`config.mk`:
```
export PLATFORM = sky130hd
export DESIGN_NAME = bounded_circular_deque_unit
export DESIGN_NICKNAME = d
export VERILOG_FILES = /design/src/rtl/core/bcd_pkg.sv /design/src/rtl/core/bounded_circular_deque_unit.sv /design/src/rtl/core/bcd_store.sv
export SDC_FILE = /design/constraint.sdc
export NUM_CORES = 1
export LEC_CHECK = 0
export CAP_MARGIN = 30
export CORE_MARGIN = 4
export CORE_UTILIZATION = 55
export CTS_BUF_LIST = sky130_fd_sc_hd__clkbuf_16
export CTS_CLUSTER_SIZE = 12
export DETAILED_ROUTE_END_ITERATION = 8
export DONT_BUFFER_PORTS = 1
export HOLD_SLACK_MARGIN = 0.05
export PLACE_DENSITY = 0.7
export RECOVER_POWER = 25
export REMOVE_ABC_BUFFERS = 1
export SKIP_CTS_REPAIR_TIMING = 1
export SLEW_MARGIN = 10
export SYNTH_ARGS = -nofsm -noshare
export SYNTH_HDL_FRONTEND = slang
export SYNTH_SLANG_ARGS = --single-unit
```
`constraint.sdc`:
```
create_clock -name clk -period 9.53 [get_ports clk]
set_input_delay 0.4765 -clock clk [delete_from_list [all_inputs] [get_ports clk]]
set_output_delay 0.4765 -clock clk [all_outputs]
set_load 0.005 [all_outputs]
```
`src/rtl/core/bcd_pkg.sv`:
```
`default_nettype none

package bcd_pkg;

  localparam int unsigned DEPTH      = 64;
  localparam int unsigned DATA_WIDTH = 16;
  localparam int unsigned ADDR_W     = $clog2(DEPTH);
  localparam int unsigned CNT_W      = $clog2(DEPTH + 1);
  localparam int unsigned ACT_W      = 3;

  localparam int unsigned IN_FIELDS_W  = ACT_W + DATA_WIDTH;
  localparam int unsigned IN_TDATA_W   = ((IN_FIELDS_W + 7) / 8) * 8;
  localparam int unsigned OUT_FIELDS_W = 3 + 2 * DATA_WIDTH;
  localparam int unsigned OUT_TDATA_W  = ((OUT_FIELDS_W + 7) / 8) * 8;

  localparam logic [CNT_W-1:0] DEPTH_CNT = CNT_W'(DEPTH);

  localparam logic [ACT_W-1:0] ACT_PUSH_FRONT = 3'd0;
  localparam logic [ACT_W-1:0] ACT_PUSH_BACK  = 3'd1;
  localparam logic [ACT_W-1:0] ACT_POP_FRONT  = 3'd2;
  localparam logic [ACT_W-1:0] ACT_POP_BACK   = 3'd3;
  localparam logic [ACT_W-1:0] ACT_PEEK       = 3'd4;

  typedef logic [ADDR_W-1:0]     addr_t;
  typedef logic [CNT_W-1:0]      cnt_t;
  typedef logic [DATA_WIDTH-1:0] data_t;

  typedef struct packed {
    logic  en;
    addr_t addr;
    data_t data;
  } wr_req_t;

  typedef struct packed {
    logic  en;
    addr_t addr;
  } rd_req_t;

endpackage

`default_nettype wire

```
`src/rtl/core/bounded_circular_deque_unit.sv`:
```
`default_nettype none

// Double-ended queue held in a 64-entry ring store with a head pointer and
// an entry count. Front and rear values are kept in registers; the store is
// read only when a pop exposes a new front or rear entry.
// Input channel s_*: one action per transfer (push front/back, pop
// front/back, peek). Output channel m_*: one result per action with the
// accept flag, front and rear values and the empty and full flags after the
// action. Config channel cfg_*: capacity, always ready; the user must see that it is
// written only when idle, the block does not enforce this. The result is valid in
// the cycle after the input transfer, or after the S_FETCH state for a pop
// that leaves one or more entries (the synchronous store read). Items are
// processed one at a time: s_tready returns only once the result is taken.
// While a result waits for m_tready it holds and s_tready stays low.
// Reset empties the deque, clears the head pointer and sets capacity to 64;
// the store itself is not cleared and needs no clearing pass.

module bounded_circular_deque_unit (
  input  wire                              clk,
  input  wire                              rst,
  input  wire                              s_tvalid,
  output logic                             s_tready,
  // action [2:0], push_value [18:3], zero [23:19]
  input  wire  [bcd_pkg::IN_TDATA_W-1:0]   s_tdata,
  output logic                             m_tvalid,
  input  wire                              m_tready,
  // accepted [0], front_value [16:1], rear_value [32:17], is_empty [33],
  // is_full [34], zero [39:35]
  output logic [bcd_pkg::OUT_TDATA_W-1:0]  m_tdata,
  input  wire                              cfg_valid,
  output logic                             cfg_ready,
  input  wire  [bcd_pkg::CNT_W-1:0]        cfg_data
);

  typedef enum logic [2:0] {
    S_IDLE  = 3'b001,
    S_FETCH = 3'b010,
    S_SEND  = 3'b100
  } state_t;

  state_t                  state, state_next;
  bcd_pkg::addr_t          head, head_next;
  bcd_pkg::cnt_t           count, count_next;
  bcd_pkg::cnt_t           cap;
  bcd_pkg::data_t          front, front_next;
  bcd_pkg::data_t          rear, rear_next;
  logic                    acc, acc_next;
  logic                    fetch_front, fetch_front_next;
  bcd_pkg::wr_req_t        wr_req;
  bcd_pkg::rd_req_t        rd_req;
  bcd_pkg::data_t          rd_data;

  logic [bcd_pkg::ACT_W-1:0] action;
  bcd_pkg::data_t          push_value;
  bcd_pkg::cnt_t           cap_eff;
  logic                    in_xfer;
  logic                    room;
  logic                    filled;

  assign action     = s_tdata[bcd_pkg::ACT_W-1:0];
  assign push_value = s_tdata[bcd_pkg::ACT_W +: bcd_pkg::DATA_WIDTH];
  assign cap_eff    = (cap > bcd_pkg::DEPTH_CNT) ? bcd_pkg::DEPTH_CNT : cap;
  assign in_xfer    = s_tvalid && s_tready;
  assign room       = count < cap_eff;
  assign filled     = count != '0;

  assign s_tready  = state == S_IDLE;
  assign m_tvalid  = state == S_SEND;
  assign cfg_ready = 1'b1;

  always_comb begin
    state_next       = state;
    head_next        = head;
    count_next       = count;
    front_next       = front;
    rear_next        = rear;
    acc_next         = acc;
    fetch_front_next = fetch_front;
    wr_req           = '{en: 1'b0, addr: head, data: push_value};
    rd_req           = '{en: 1'b0, addr: head};
    case (state)
      S_IDLE: begin
        if (in_xfer) begin
          acc_next = 1'b0;
          case (action)
            bcd_pkg::ACT_PUSH_FRONT: begin
              if (room) begin
                acc_next    = 1'b1;
                head_next   = head - 1'b1;
                count_next  = count + 1'b1;
                wr_req.en   = 1'b1;
                wr_req.addr = head - 1'b1;
                front_next  = push_value;
                if (!filled) begin
                  rear_next = push_value;
                end
              end
            end
            bcd_pkg::ACT_PUSH_BACK: begin
              if (room) begin
                acc_next    = 1'b1;
                count_next  = count + 1'b1;
                wr_req.en   = 1'b1;
                wr_req.addr = head + count[bcd_pkg::ADDR_W-1:0];
                rear_next   = push_value;
                if (!filled) begin
                  front_next = push_value;
                end
              end
            end
            bcd_pkg::ACT_POP_FRONT: begin
              if (filled) begin
                acc_next         = 1'b1;
                head_next        = head + 1'b1;
                count_next       = count - 1'b1;
                rd_req.en        = count > bcd_pkg::cnt_t'(1);
                rd_req.addr      = head + 1'b1;
                fetch_front_next = 1'b1;
              end
            end
            bcd_pkg::ACT_POP_BACK: begin
              if (filled) begin
                acc_next         = 1'b1;
                count_next       = count - 1'b1;
                rd_req.en        = count > bcd_pkg::cnt_t'(1);
                rd_req.addr      = head + count[bcd_pkg::ADDR_W-1:0] - 2'd2;
                fetch_front_next = 1'b0;
              end
            end
            bcd_pkg::ACT_PEEK: begin
              acc_next = 1'b1;
            end
            default: begin
              acc_next = 1'b0;
            end
          endcase
          state_next = rd_req.en ? S_FETCH : S_SEND;
        end
      end
      S_FETCH: begin
        if (fetch_front) begin
          front_next = rd_data;
        end else begin
          rear_next = rd_data;
        end
        state_next = S_SEND;
      end
      S_SEND: begin
        if (m_tready) begin
          state_next = S_IDLE;
        end
      end
      default: begin
        state_next = S_IDLE;
      end
    endcase
  end

  always_ff @(posedge clk) begin
    if (rst) begin
      state <= S_IDLE;
      head  <= '0;
      count <= '0;
      cap   <= bcd_pkg::DEPTH_CNT;
    end else begin
      state <= state_next;
      head  <= head_next;
      count <= count_next;
      if (cfg_valid && cfg_ready) begin
        cap <= cfg_data;
      end
    end
  end

  always_ff @(posedge clk) begin
    front       <= front_next;
    rear        <= rear_next;
    acc         <= acc_next;
    fetch_front <= fetch_front_next;
  end

  bcd_store u_store (
    .clk     (clk),
    .wr_req  (wr_req),
    .rd_req  (rd_req),
    .rd_data (rd_data)
  );

  always_comb begin
    m_tdata      = '0;
    m_tdata[0]   = acc;
    m_tdata[1 +: bcd_pkg::DATA_WIDTH] = filled ? front : '0;
    m_tdata[1 + bcd_pkg::DATA_WIDTH +: bcd_pkg::DATA_WIDTH] = filled ? rear : '0;
    m_tdata[1 + 2 * bcd_pkg::DATA_WIDTH] = !filled;
    m_tdata[2 + 2 * bcd_pkg::DATA_WIDTH] = count >= cap_eff;
  end

  a_count_bound: assert property (@(posedge clk) disable iff (rst)
    count <= bcd_pkg::DEPTH_CNT)
    else $error("entry count beyond store depth");

  a_one_side: assert property (@(posedge clk) disable iff (rst)
    !(s_tready && m_tvalid))
    else $error("input taken while a result is pending");

  a_push_count: assert property (@(posedge clk) disable iff (rst)
    (in_xfer && room && (action == bcd_pkg::ACT_PUSH_FRONT ||
     action == bcd_pkg::ACT_PUSH_BACK)) |=> (count == $past(count) + 1'b1) && acc)
    else $error("accepted push did not advance count");

  a_pop_empty: assert property (@(posedge clk) disable iff (rst)
    (in_xfer && !filled && (action == bcd_pkg::ACT_POP_FRONT ||
     action == bcd_pkg::ACT_POP_BACK)) |=> (count == '0) && !acc && m_tvalid)
    else $error("pop on empty deque not refused");

endmodule

`default_nettype wire

```
`src/rtl/core/bcd_store.sv`:
```
`default_nettype none

module bcd_store (
  input  wire                     clk,
  input  wire bcd_pkg::wr_req_t   wr_req,
  input  wire bcd_pkg::rd_req_t   rd_req,
  output bcd_pkg::data_t          rd_data
);

  bcd_pkg::data_t mem [bcd_pkg::DEPTH];

  always_ff @(posedge clk) begin
    if (wr_req.en) begin
      mem[wr_req.addr] <= wr_req.data;
    end
  end

  always_ff @(posedge clk) begin
    if (rd_req.en) begin
      rd_data <= mem[rd_req.addr];
    end
  end

endmodule

`default_nettype wire
```
======== Yosys cells after proc, flatten, opt, wreduce, memory -nomap -nowiden ========
Memories as Yosys holds them, arrays and structs flattened. A register that Yosys moved wholly into a read port is not among the register bits.
Cells that the tools add are included.
operators by class
  reduce and logical (&&, ||, !) cells .... 17
  mux-type cells .......................... 44
  equality and inequality tests ........... 21
  add/subtract/negate cells ............... 6
  magnitude comparators ................... 4
operators with widths
  kind                                                                      number
  16-bit 2-to-1 mux                                                         9
  16-bit one-hot mux with 2 select lines                                    4
  7-bit 2-to-1 mux                                                          13
  7-bit one-hot mux with 2 select lines                                     3
  5-bit AND reduction                                                       3
  7-bit AND reduction                                                       2
  6-bit 2-to-1 mux                                                          2
  3-bit inequality test (second input constant)                             4
  6-bit one-hot mux with 2 select lines                                     1
  2-bit inequality test (second input constant)                             5
  3-bit by 2-bit equality test with 1-bit output (second input constant)    3
  3-bit 2-to-1 mux                                                          3
  3-bit one-hot mux with 3 select lines                                     1
  2-bit by 1-bit inequality test with 1-bit output (second input constant)  4
  2-bit nonzero test                                                        4
  7-bit by 1-bit adder with 7-bit output (second input constant)            1
  7-bit greater-or-equal comparator                                         1
  7-bit by 1-bit > comparator with 1-bit output (second input constant)     1
  7-bit > comparator (second input constant)                                1
  7-bit less-than comparator                                                1
  7-bit nonzero test                                                        1
  7-bit by 1-bit subtractor with 7-bit output (second input constant)       1
  6-bit by 1-bit adder with 6-bit output (second input constant)            1
  6-bit adder                                                               1
  other kinds (13)                                                          22
word-level totals
  memory bits (writable) .................. 1,024
  logic and storage cells ................. 101
  register bits ........................... 57
  memories kept ........................... 1
  output and inout bits ................... 43
  input port bits ......................... 36
memories
  name         words  bits a word  rd ports  clocked after Yosys merged registers in  write ports  RTL line         text
  u_store.mem  64     16           1         1                                        1            bcd_store.sv:10  bcd_pkg::data_t mem [bcd_pkg::DEPTH];

======== Longest topological paths before layout ========
Gate-level depths: netlist of run 1.
  depth in word-level cells ............... 9
  mapped depth ............................ 16
  depth with buffers taken out ............ 13

======== Hierarchy ========
Synthesis of run 1 repeated with hierarchy kept, for this count alone.
unflattened totals
  cells, all modules ...................... 2,212
  area, all modules ....................... 43,808.3 um2
by module, submodules not included
  module                       area an instance (um2)  cells each  sequential area each (um2)  instances
  bcd_store                    40,199.8                1,829       31,230.0                    1
  bounded_circular_deque_unit  3,608.5                 383         1,481.4                     1

======== Worst setup path after synthesis of run 1 ========
No wires, ideal clock.
  path type ............................... register -> register
  start ................................... register cap[6]
  end ..................................... memory u_store.mem[10][0] (netlist name), enable pin
  clock period less this slack ............ 4,133 ps
  cell stages (with the launch flop) ...... 14
  arrival time ............................ 3,744 ps
  required time ........................... 9,141 ps
  setup time .............................. 389 ps
  buffers on the path ..................... 2
  setup slack ............................. 5,397 ps
  cell sequence ........................... dfxtp_1 -> inv_1 -> nand2_1 -> ha_1 -> a21o_1 -> a21o_1 -> a211oi_1 -> and3_1 -> clkbuf_1 -> o21ai_0 -> a22o_1 -> or3b_2 -> clkbuf_1 -> nor2_1
between the ends
  longest elaborated chain between the ends .. 9
  elaborated cells between the ends (all ways) .. 10
  classes of those cells .................. order compare: 2; mux: 8
RTL lines
  what                                     RTL line                                                               text
  start: declaration                       bounded_circular_deque_unit.sv:44                                      bcd_pkg::cnt_t cap;
  start signal: assignment                 bounded_circular_deque_unit.sv:164                                     cap <= bcd_pkg::DEPTH_CNT;
  start signal: assignment                 bounded_circular_deque_unit.sv:170                                     cap <= cfg_data;
  7-bit > comparator                       bounded_circular_deque_unit.sv:62                                      assign cap_eff = (cap > bcd_pkg::DEPTH_CNT) ? bcd_pkg::DEPTH_CNT : cap;
  7-bit 2-to-1 mux *                       bounded_circular_deque_unit.sv:62
  7-bit less-than comparator *             bounded_circular_deque_unit.sv:64                                      assign room = count < cap_eff;
  7-bit 2-to-1 mux (on tied branches)      bounded_circular_deque_unit.sv:100, bounded_circular_deque_unit.sv:87
  7-bit one-hot mux with 2 select lines *  bounded_circular_deque_unit.sv:85                                      case (action)
  7-bit 2-to-1 mux *                       bounded_circular_deque_unit.sv:83                                      if (in_xfer) begin
  7-bit 2-to-1 mux *                       bounded_circular_deque_unit.sv:81                                      case (state)
  1-bit 2-to-1 mux                         bcd_store.sv:13                                                        if (wr_req.en) begin
  1-bit 2-to-1 mux (implied by the code)   bcd_store.sv:14                                                        mem[wr_req.addr] <= wr_req.data;
  end: declaration                         bcd_store.sv:10
Mark *: on every way between the ends. The rest lies on a longest branch, timed or not.

======== Worst setup path after layout of run 1 ========
  start ................................... register head[0]
  end ..................................... register u_store.rd_data[11], read port of u_store.mem, data pin
between the ends
  longest elaborated chain between the ends .. 8
  elaborated cells between the ends (all ways) .. 10
  classes of those cells .................. add/sub: 3; mux: 7
RTL lines
  what                                         RTL line                            text
  start: declaration                           bounded_circular_deque_unit.sv:42   bcd_pkg::addr_t head, head_next;
  start signal: assignment                     bounded_circular_deque_unit.sv:167  head <= head_next;
  6-bit adder                                  bounded_circular_deque_unit.sv:126  rd_req.addr = head + count[bcd_pkg::ADDR_W-1:0] - 2'd2;
  6-bit by 2-bit subtractor with 6-bit output  bounded_circular_deque_unit.sv:126
  7-bit 2-to-1 mux                             bounded_circular_deque_unit.sv:122  if (filled) begin
  7-bit one-hot mux with 2 select lines        bounded_circular_deque_unit.sv:85
  7-bit 2-to-1 mux                             bounded_circular_deque_unit.sv:83
  7-bit 2-to-1 mux                             bounded_circular_deque_unit.sv:81
  7-bit 2-to-1 mux                             bounded_circular_deque_unit.sv:83
  7-bit 2-to-1 mux *                           bounded_circular_deque_unit.sv:81
  end: declaration                             bcd_store.sv:7                      output bcd_pkg::data_t rd_data
Mark *: on every way between the ends. The rest lies on a longest branch, timed or not. The select of a mux whose other input is x is not followed.
A chain may end at the register's enable or synchronous reset.

==> reports/qor.csv, run 1 <==
stage,metric,value,unit
min_path,Min-Delay Path Class,in2reg,
min_path,hold path endpoint,head[2],
synthesis,area share of and/or/nand/nor cells after synthesis,0.105,
grt,largest net degree at the start of global routing,204,
grt,initial antenna violation count,16,
cts,Root Driver,clkbuf_16,
floorplan,Initial Util,0.554,
detailed_routing,DRC Markers,0,
placed_design,gpl congestion,0.864,
critical_path,WP buf/inv,4,
synthesis,synth unique cells,67,
pwr,logic gate share of total power,0.072,
cts,clk_lat worst skew,0.70,ns
grt,total grt overflow,0,
synthesis,post-synthesis compound-gate area fraction,0.102,
sta,Pins Over Slew Limit,1044,
sta,clk_skew,0.0464,ns
sta,Peak Freq,178,MHz
sta,setup TNS,0,ns
detailed_routing,post-DR vias/cell,6.40,
critical_path,CP cell instances,"ha_1, inv_1, fa_1, xor2_1, ha_1, xor3_1, a211o_2, buf_4, buf_4, nand2_1, buf_4, o22ai_1, nor4_1, and4bb_1",
pwr,pwr dens,204,nW/µm²
cts,CTS H-tree lvls,3,
floorplan,Die W,293,µm
synthesis,Synth Instances,3170,
pwr,Net Switching,2300,µW
critical_path,"delay-heaviest family, CP",simple AND/OR/NAND/NOR gates,
detailed_routing,final antenna-violating net count,0,
placed_design,buffers added on ports,0,
floorplan,die footprint,85600,µm²
min_path,HP Start,s_tdata[0],
sta,fin crit share,0.590,
pwr,Cell Int Power,7790,µW
pwr,sequential fraction of design power,0.530,
cts,clk buf depth,3,
critical_path,crit path DAT,6.05,ns
critical_path,critical path's most frequent cell,buf_4,
critical_path,r2r setup slk,3.91,ns
cts,CTS tree,built,
pwr,clock share of power,0.398,
sta,Final Hold Viols,0,
critical_path,critical-path maximum fanout,43,
synthesis,post-synthesis sequential area ratio,0.734,
detailed_routing,Iter 0 DRT Violations,3704,
detailed_routing,router iterations before antenna repair,6,
critical_path,worst r2r src,head[0],
final_layout,most frequent cells in the layout,"edfxtp_1, nand2_1, a21oi_1",
floorplan,Ports,79,
synthesis,Yosys reg bits,1097,
synthesis,combinational family with the most area after synthesis,simple AND/OR/NAND/NOR gates,
critical_path,required time of the worst setup path,9.96,ns
critical_path,R2R depth,14,
pwr,Sw Share,0.228,
final_layout,Final #Nets,3260,
job,total of max-cap violations,16,
final_layout,"commonest non-fill, non-tap cell in the layout",edfxtp_1,
sta,WHS,0.0671,ns
detailed_routing,routed wire length,115000,µm
critical_path,crit path kind,reg2reg,
critical_path,Worst path max stage delay,0.95,ns
pwr,"IR drop worst, VDD",0.156,mV
critical_path,Crit-path slowest cell,nor4_1,
cts,clock transition at the registers of the reported paths,0.06,ns
synthesis,Mapped Avg Cell Area,14.1,µm²
pwr,Pleak,0.0161,µW
sta,min cycle time layout,5.62,ns
sta,RSZ-0062 raised after global routing,no,
sta,Worst-Margin Slew,3.52,ns
synthesis,xor-xnor portion of the synthesized cell area,0.00427,
critical_path,Worst setup SP type,flip-flop,
grt,vias in the first global route,26400,
floorplan,Core Area,80400,µm²
detailed_routing,routed vias,27800,
synthesis,post-synthesis mux area share,0.0238,
synthesis,Synth Flop Type,edfxtp_1,
critical_path,Crit. End Element,flip-flop,
placed_design,Post-DP HPWL,60800,µm
synthesis,Mapped Area,44500,µm²
synthesis,synth warn,0,
floorplan,Chip Height,293,µm
synthesis,Adder-Cell Fraction of Synth Area,0.00551,
status,failing checks,"capacitance limit, slew limit",
final_layout,final non-filler cell total,4344,
detailed_routing,WL per Instance,26.5,µm
grt,first-pass GRT wire length,165000,µm
placed_design,dpl cells,4106,
critical_path,R2R Path End,u_store.rd_data[11],
cts,CTS buffer count,111,
synthesis,asr flop ratio synth,0,
grt,Global Route Usage Sum,0.255,
status,status,finished with violations,
synthesis,Post-synth EDFFs,1074,
sta,final setup violation count,0,
cts,CTS sink count,1097,
min_path,Hold Path Depth,3,
sta,Slew headroom,-1.35,
final_layout,synthesis-to-finish area growth,11.0,%
final_layout,layout cell share with drive strength beyond 1,0.0907,
floorplan,row count,104,
-- kinds of logic after synthesis --
group | count (synthesis)
DFF | 1097
and+or+nand+nor | 1032
AOI/OAI and AO/OA | 676
buffers and inverters | 243
muxes | 81
xor gates and xnor gates | 20
adders and majority gates | 19
other | 2
-- cell usage after synthesis (19+ instances only) --
library cell | count | area (µm²)
a211oi_1 | 52 | 390
a21o_1 | 19 | 143
a21oi_1 | 274 | 1370
a221oi_1 | 33 | 289
a22o_1 | 51 | 447
a22oi_1 | 60 | 450
a311oi_1 | 81 | 709
a31oi_1 | 52 | 325
and3_1 | 87 | 544
buf_1 | 20 | 75.1
buf_2 | 86 | 430
buf_4 | 22 | 165
clkbuf_1 | 99 | 372
dfxtp_1 | 23 | 460
edfxtp_1 | 1074 | 32300
mux2_2 | 19 | 214
mux2i_1 | 44 | 440
nand2_1 | 616 | 2310
nand3_1 | 91 | 455
nor2_1 | 108 | 405
nor2b_1 | 36 | 225
o22ai_1 | 19 | 119
-- metrics by stage --
| step | instance area [µm²] | power, µW | setup slack, ns | utilization |
|---|---|---|---|---|
| 2_1_floorplan | 43500 | 5870 | -0.273 | - |
| 3_3_place_gp | 45700 | 6030 | 4.05 | 0.568 |
| 3_5_place_dp | 45700 | 6050 | 4.02 | 0.568 |
| 4_1_cts | 49100 | 10000 | 3.97 | 0.610 |
| 5_1_grt | 49400 | 10400 | 3.72 | 0.615 |
| 6_report | 49500 | 10100 | 3.91 | 0.615 |
-- worst reg2reg max path, cell delays in order, from the launching register on --
cell	delay (ns)
dfxtp_1	0.65
ha_1	0.26
inv_1	0.05
fa_1	0.40
xor2_1	0.34
ha_1	0.23
xor3_1	0.47
a211o_2	0.35
buf_4	0.28
buf_4	0.40
nand2_1	0.14
buf_4	0.30
o22ai_1	0.23
nor4_1	0.95
and4bb_1	0.32
-- worst max-delay path by stage --
stage          startpoint                   to  slack, ns  depth (start not counted)
2_1_floorplan    count[2]   u_store.rd_data[0]      -0.27                         10
3_3_place_gp      head[0]   u_store.rd_data[1]       4.05                         14
3_5_place_dp      head[0]  u_store.rd_data[13]       4.02                         16
4_1_cts           head[0]  u_store.rd_data[13]       3.97                         16
5_1_grt           head[0]   u_store.rd_data[2]       3.72                         16
6_report          head[0]  u_store.rd_data[11]       3.91                         14
-- sequential cells by signal, indices dropped and copies added, names as in the netlist --
signal           count
u_store.mem       1024
front               16
rear                16
u_store.rd_data     16
cap                  7
count                7
head                 6
state                3
acc                  1
fetch_front          1
-- area by class of cell --
| type | instances | area, µm² |
|---|---|---|
| sequential | 1097 | 32700 |
| fill | 5802 | 31000 |
| multi-input combinational | 1834 | 10800 |
| clock buffer | 111 | 2780 |
| tap | 1060 | 1330 |
| timing repair buffer | 148 | 1210 |
| clock inverter | 73 | 581 |
| inverter | 13 | 51.3 |
| antenna | 8 | 20.0 |
-- per-layer routing --
metal / vias up / track usage / routed length [µm]
met5: - / 0 / 53
met1: 13800 / 0.351 / 43700
li1: 12200 / - / -
met4: 8 / 0.0899 / 5060
met2: 1514 / 0.414 / 54300
met3: 270 / 0.0454 / 11900
-- power groups by stage --
stage          Clock [µW]  Combinational, µW  Sequential [µW]
4_1_cts              4060                624             5330
3_5_place_dp            0                620             5430
5_1_grt              4270                780             5340
3_3_place_gp            0                601             5430
6_report             4010                730             5340
2_1_floorplan           0                445             5430
(Power assumes the default switching activity.)
==> run 2: changes to the inputs <==
--- a/config.mk
+++ b/config.mk
@@ -13,7 +13,7 @@
 export DETAILED_ROUTE_END_ITERATION = 8
 export DONT_BUFFER_PORTS = 1
 export HOLD_SLACK_MARGIN = 0.05
-export PLACE_DENSITY = 0.7
+export PLACE_DENSITY = 0.73
 export RECOVER_POWER = 25
 export REMOVE_ABC_BUFFERS = 1
 export SKIP_CTS_REPAIR_TIMING = 1
==> constraint.sdc (replaced) <==
create_clock -name clk -period 4.9 [get_ports clk]
set_input_delay 0.245 -clock clk [delete_from_list [all_inputs] [get_ports clk]]
set_output_delay 0.245 -clock clk [all_outputs]
set_load 0.005 [all_outputs]
==> run 2 against run 1 <==
Largest power group unchanged. Power grew 92%. Combinational power up 110%. Sequential cell count is the same. Highest routed layer unchanged. Critical endpoint is now u_store.rd_data[0]. Final cell count rose by 1.2%. Routed wire length fell by 0.47%. Non-clock buffer count rose by 71. Clock power grew 86%. Worst hold slack improved by 0.090 ns. The flow still finishes with violations (capacitance limit, slew limit).
==> reports/qor.csv, run 2 (same netlist as run 1, synthesis figures left out) <==
stage,metric,value,unit
status,status,finished with violations,
min_path,Min-Delay Path Class,in2reg,
sta,final setup violation count,0,
grt,first-pass GRT wire length,167000,µm
critical_path,required time of the worst setup path,5.36,ns
cts,clk_lat worst skew,0.71,ns
pwr,pwr dens,387,nW/µm²
grt,initial antenna violation count,8,
final_layout,most frequent cells in the layout,"edfxtp_1, nand2_1, a21oi_1",
cts,CTS sink count,1097,
critical_path,critical-path maximum fanout,7,
cts,CTS buffer count,108,
critical_path,Worst path max stage delay,0.69,ns
final_layout,"Most flops, register",u_store.mem,
placed_design,gpl congestion,0.903,
critical_path,r2r setup slk,0.48,ns
sta,Peak Freq,226,MHz
min_path,HP Start,s_tdata[1],
placed_design,buffers added on ports,0,
critical_path,"delay-heaviest family, CP",simple AND/OR/NAND/NOR gates,
critical_path,critical path's most frequent cell,ha_1,
final_layout,layout cell share with drive strength beyond 1,0.105,
critical_path,WP buf/inv,2,
floorplan,die footprint,85600,µm²
final_layout,Final #Nets,3328,
detailed_routing,DRC Markers,0,
cts,clock transition at the registers of the reported paths,0.06,ns
placed_design,Post-Place Cell Area,46400,µm²
sta,clk_skew,0.0535,ns
grt,Global Route Usage Sum,0.259,
detailed_routing,WL per Instance,26.0,µm
critical_path,worst r2r src,count[0],
floorplan,row count,104,
final_layout,synthesis-to-finish area growth,12.4,%
min_path,Hold Path Depth,4,
pwr,Pleak,0.0164,µW
floorplan,Initial Util,0.554,
detailed_routing,Iter 0 DRT Violations,3638,
sta,min cycle time layout,4.42,ns
final_layout,"commonest non-fill, non-tap cell in the layout",edfxtp_1,
cts,CTS tree,built,
final_layout,max reg flops,1024,
critical_path,Crit. End Element,flip-flop,
floorplan,Core Area,80400,µm²
detailed_routing,routed vias,28000,
critical_path,CP cell instances,"ha_1, inv_1, fa_1, xor2_1, ha_1, xor3_1, a211o_2, nand2_1, buf_4, o22ai_1, nor4_1, and4bb_1",
cts,Root Driver,clkbuf_16,
sta,Final Hold Viols,0,
sta,Worst-Margin Slew,3.80,ns
cts,clk buf depth,3,
final_layout,Layout Utilization,0.623,
critical_path,Worst setup SP type,flip-flop,
job,total of max-cap violations,14,
placed_design,Post-DP HPWL,66300,µm
detailed_routing,routed wire length,115000,µm
critical_path,R2R depth,12,
final_layout,Post-Layout Inst Area,50100,µm²
grt,total grt overflow,0,
pwr,"IR drop worst, VDD",0.329,mV
grt,largest net degree at the start of global routing,94,
min_path,hold path endpoint,count[1],
detailed_routing,router iterations before antenna repair,6,
critical_path,crit path kind,reg2reg,
sta,Pins Over Slew Limit,924,
floorplan,Die W,293,µm
sta,fin crit share,0.902,
floorplan,Ports,79,
detailed_routing,final antenna-violating net count,0,
status,failing checks,"capacitance limit, slew limit",
critical_path,Crit-path slowest cell,nor4_1,
sta,Slew headroom,-1.53,
sta,WHS,0.157,ns
floorplan,Chip Height,293,µm
detailed_routing,post-DR vias/cell,6.37,
cts,CTS H-tree lvls,3,
sta,RSZ-0062 raised after global routing,no,
critical_path,R2R Path End,u_store.rd_data[0],
grt,vias in the first global route,26800,
critical_path,crit path DAT,4.88,ns
-- run 2: worst min-delay path: stages --
cell      delay, ns
nand2b_1       0.29
xnor2_1        0.11
nor2_1         0.08
a211oi_1       0.05
-- run 2: cell type report --
type / instances / area (µm²)
Antenna cell: 3 / 7.51
Multi-Input combinational cell: 1834 / 10800
Sequential cell: 1097 / 32700
Timing Repair Buffer: 219 / 2050
Clock inverter: 64 / 454
Inverter: 13 / 51.3
Tap cell: 1060 / 1330
Fill cell: 5742 / 30300
Clock buffer: 108 / 2700
-- run 2: worst max-delay path by stage --
stage	startpoint	end	slack [ns]	cells past startpoint
5_1_grt	count[0]	u_store.rd_data[7]	0.32	13
3_5_place_dp	count[0]	u_store.rd_data[0]	0.42	12
4_1_cts	count[0]	u_store.rd_data[0]	0.45	12
6_report	count[0]	u_store.rd_data[0]	0.48	12
2_1_floorplan	count[2]	u_store.rd_data[0]	-4.90	10
3_3_place_gp	count[2]	u_store.rd_data[9]	0.50	11
-- run 2: per-stage QoR --
stage | instances | total power, µW | setup TNS (ns) | worst slack (ns)
floorplan | 2944 | 11400 | -78.38 | -4.90
global placement | 4166 | 11800 | 0 | 0.499
detailed placement | 4168 | 11900 | 0 | 0.421
CTS | 4340 | 19200 | 0 | 0.451
global route | 4397 | 20000 | 0 | 0.322
finish | 4398 | 19400 | 0 | 0.480
-- run 2: report_power, final --
part           internal (µW)  leakage [µW]  switching (µW)
Clock                   4080       0.00166            3360
Sequential             10400       0.00984            19.7
Combinational            488       0.00493            1050
-- run 2: per-layer routing --
metal | share of wire | vias up | global-route usage
met1 | 0.39 | 13900 | 0.361
met4 | 0.046 | 4 | 0.108
met5 | 0.00018 | - | 0
li1 | - | 12300 | -
met2 | 0.47 | 1515 | 0.409
met3 | 0.094 | 256 | 0.0464
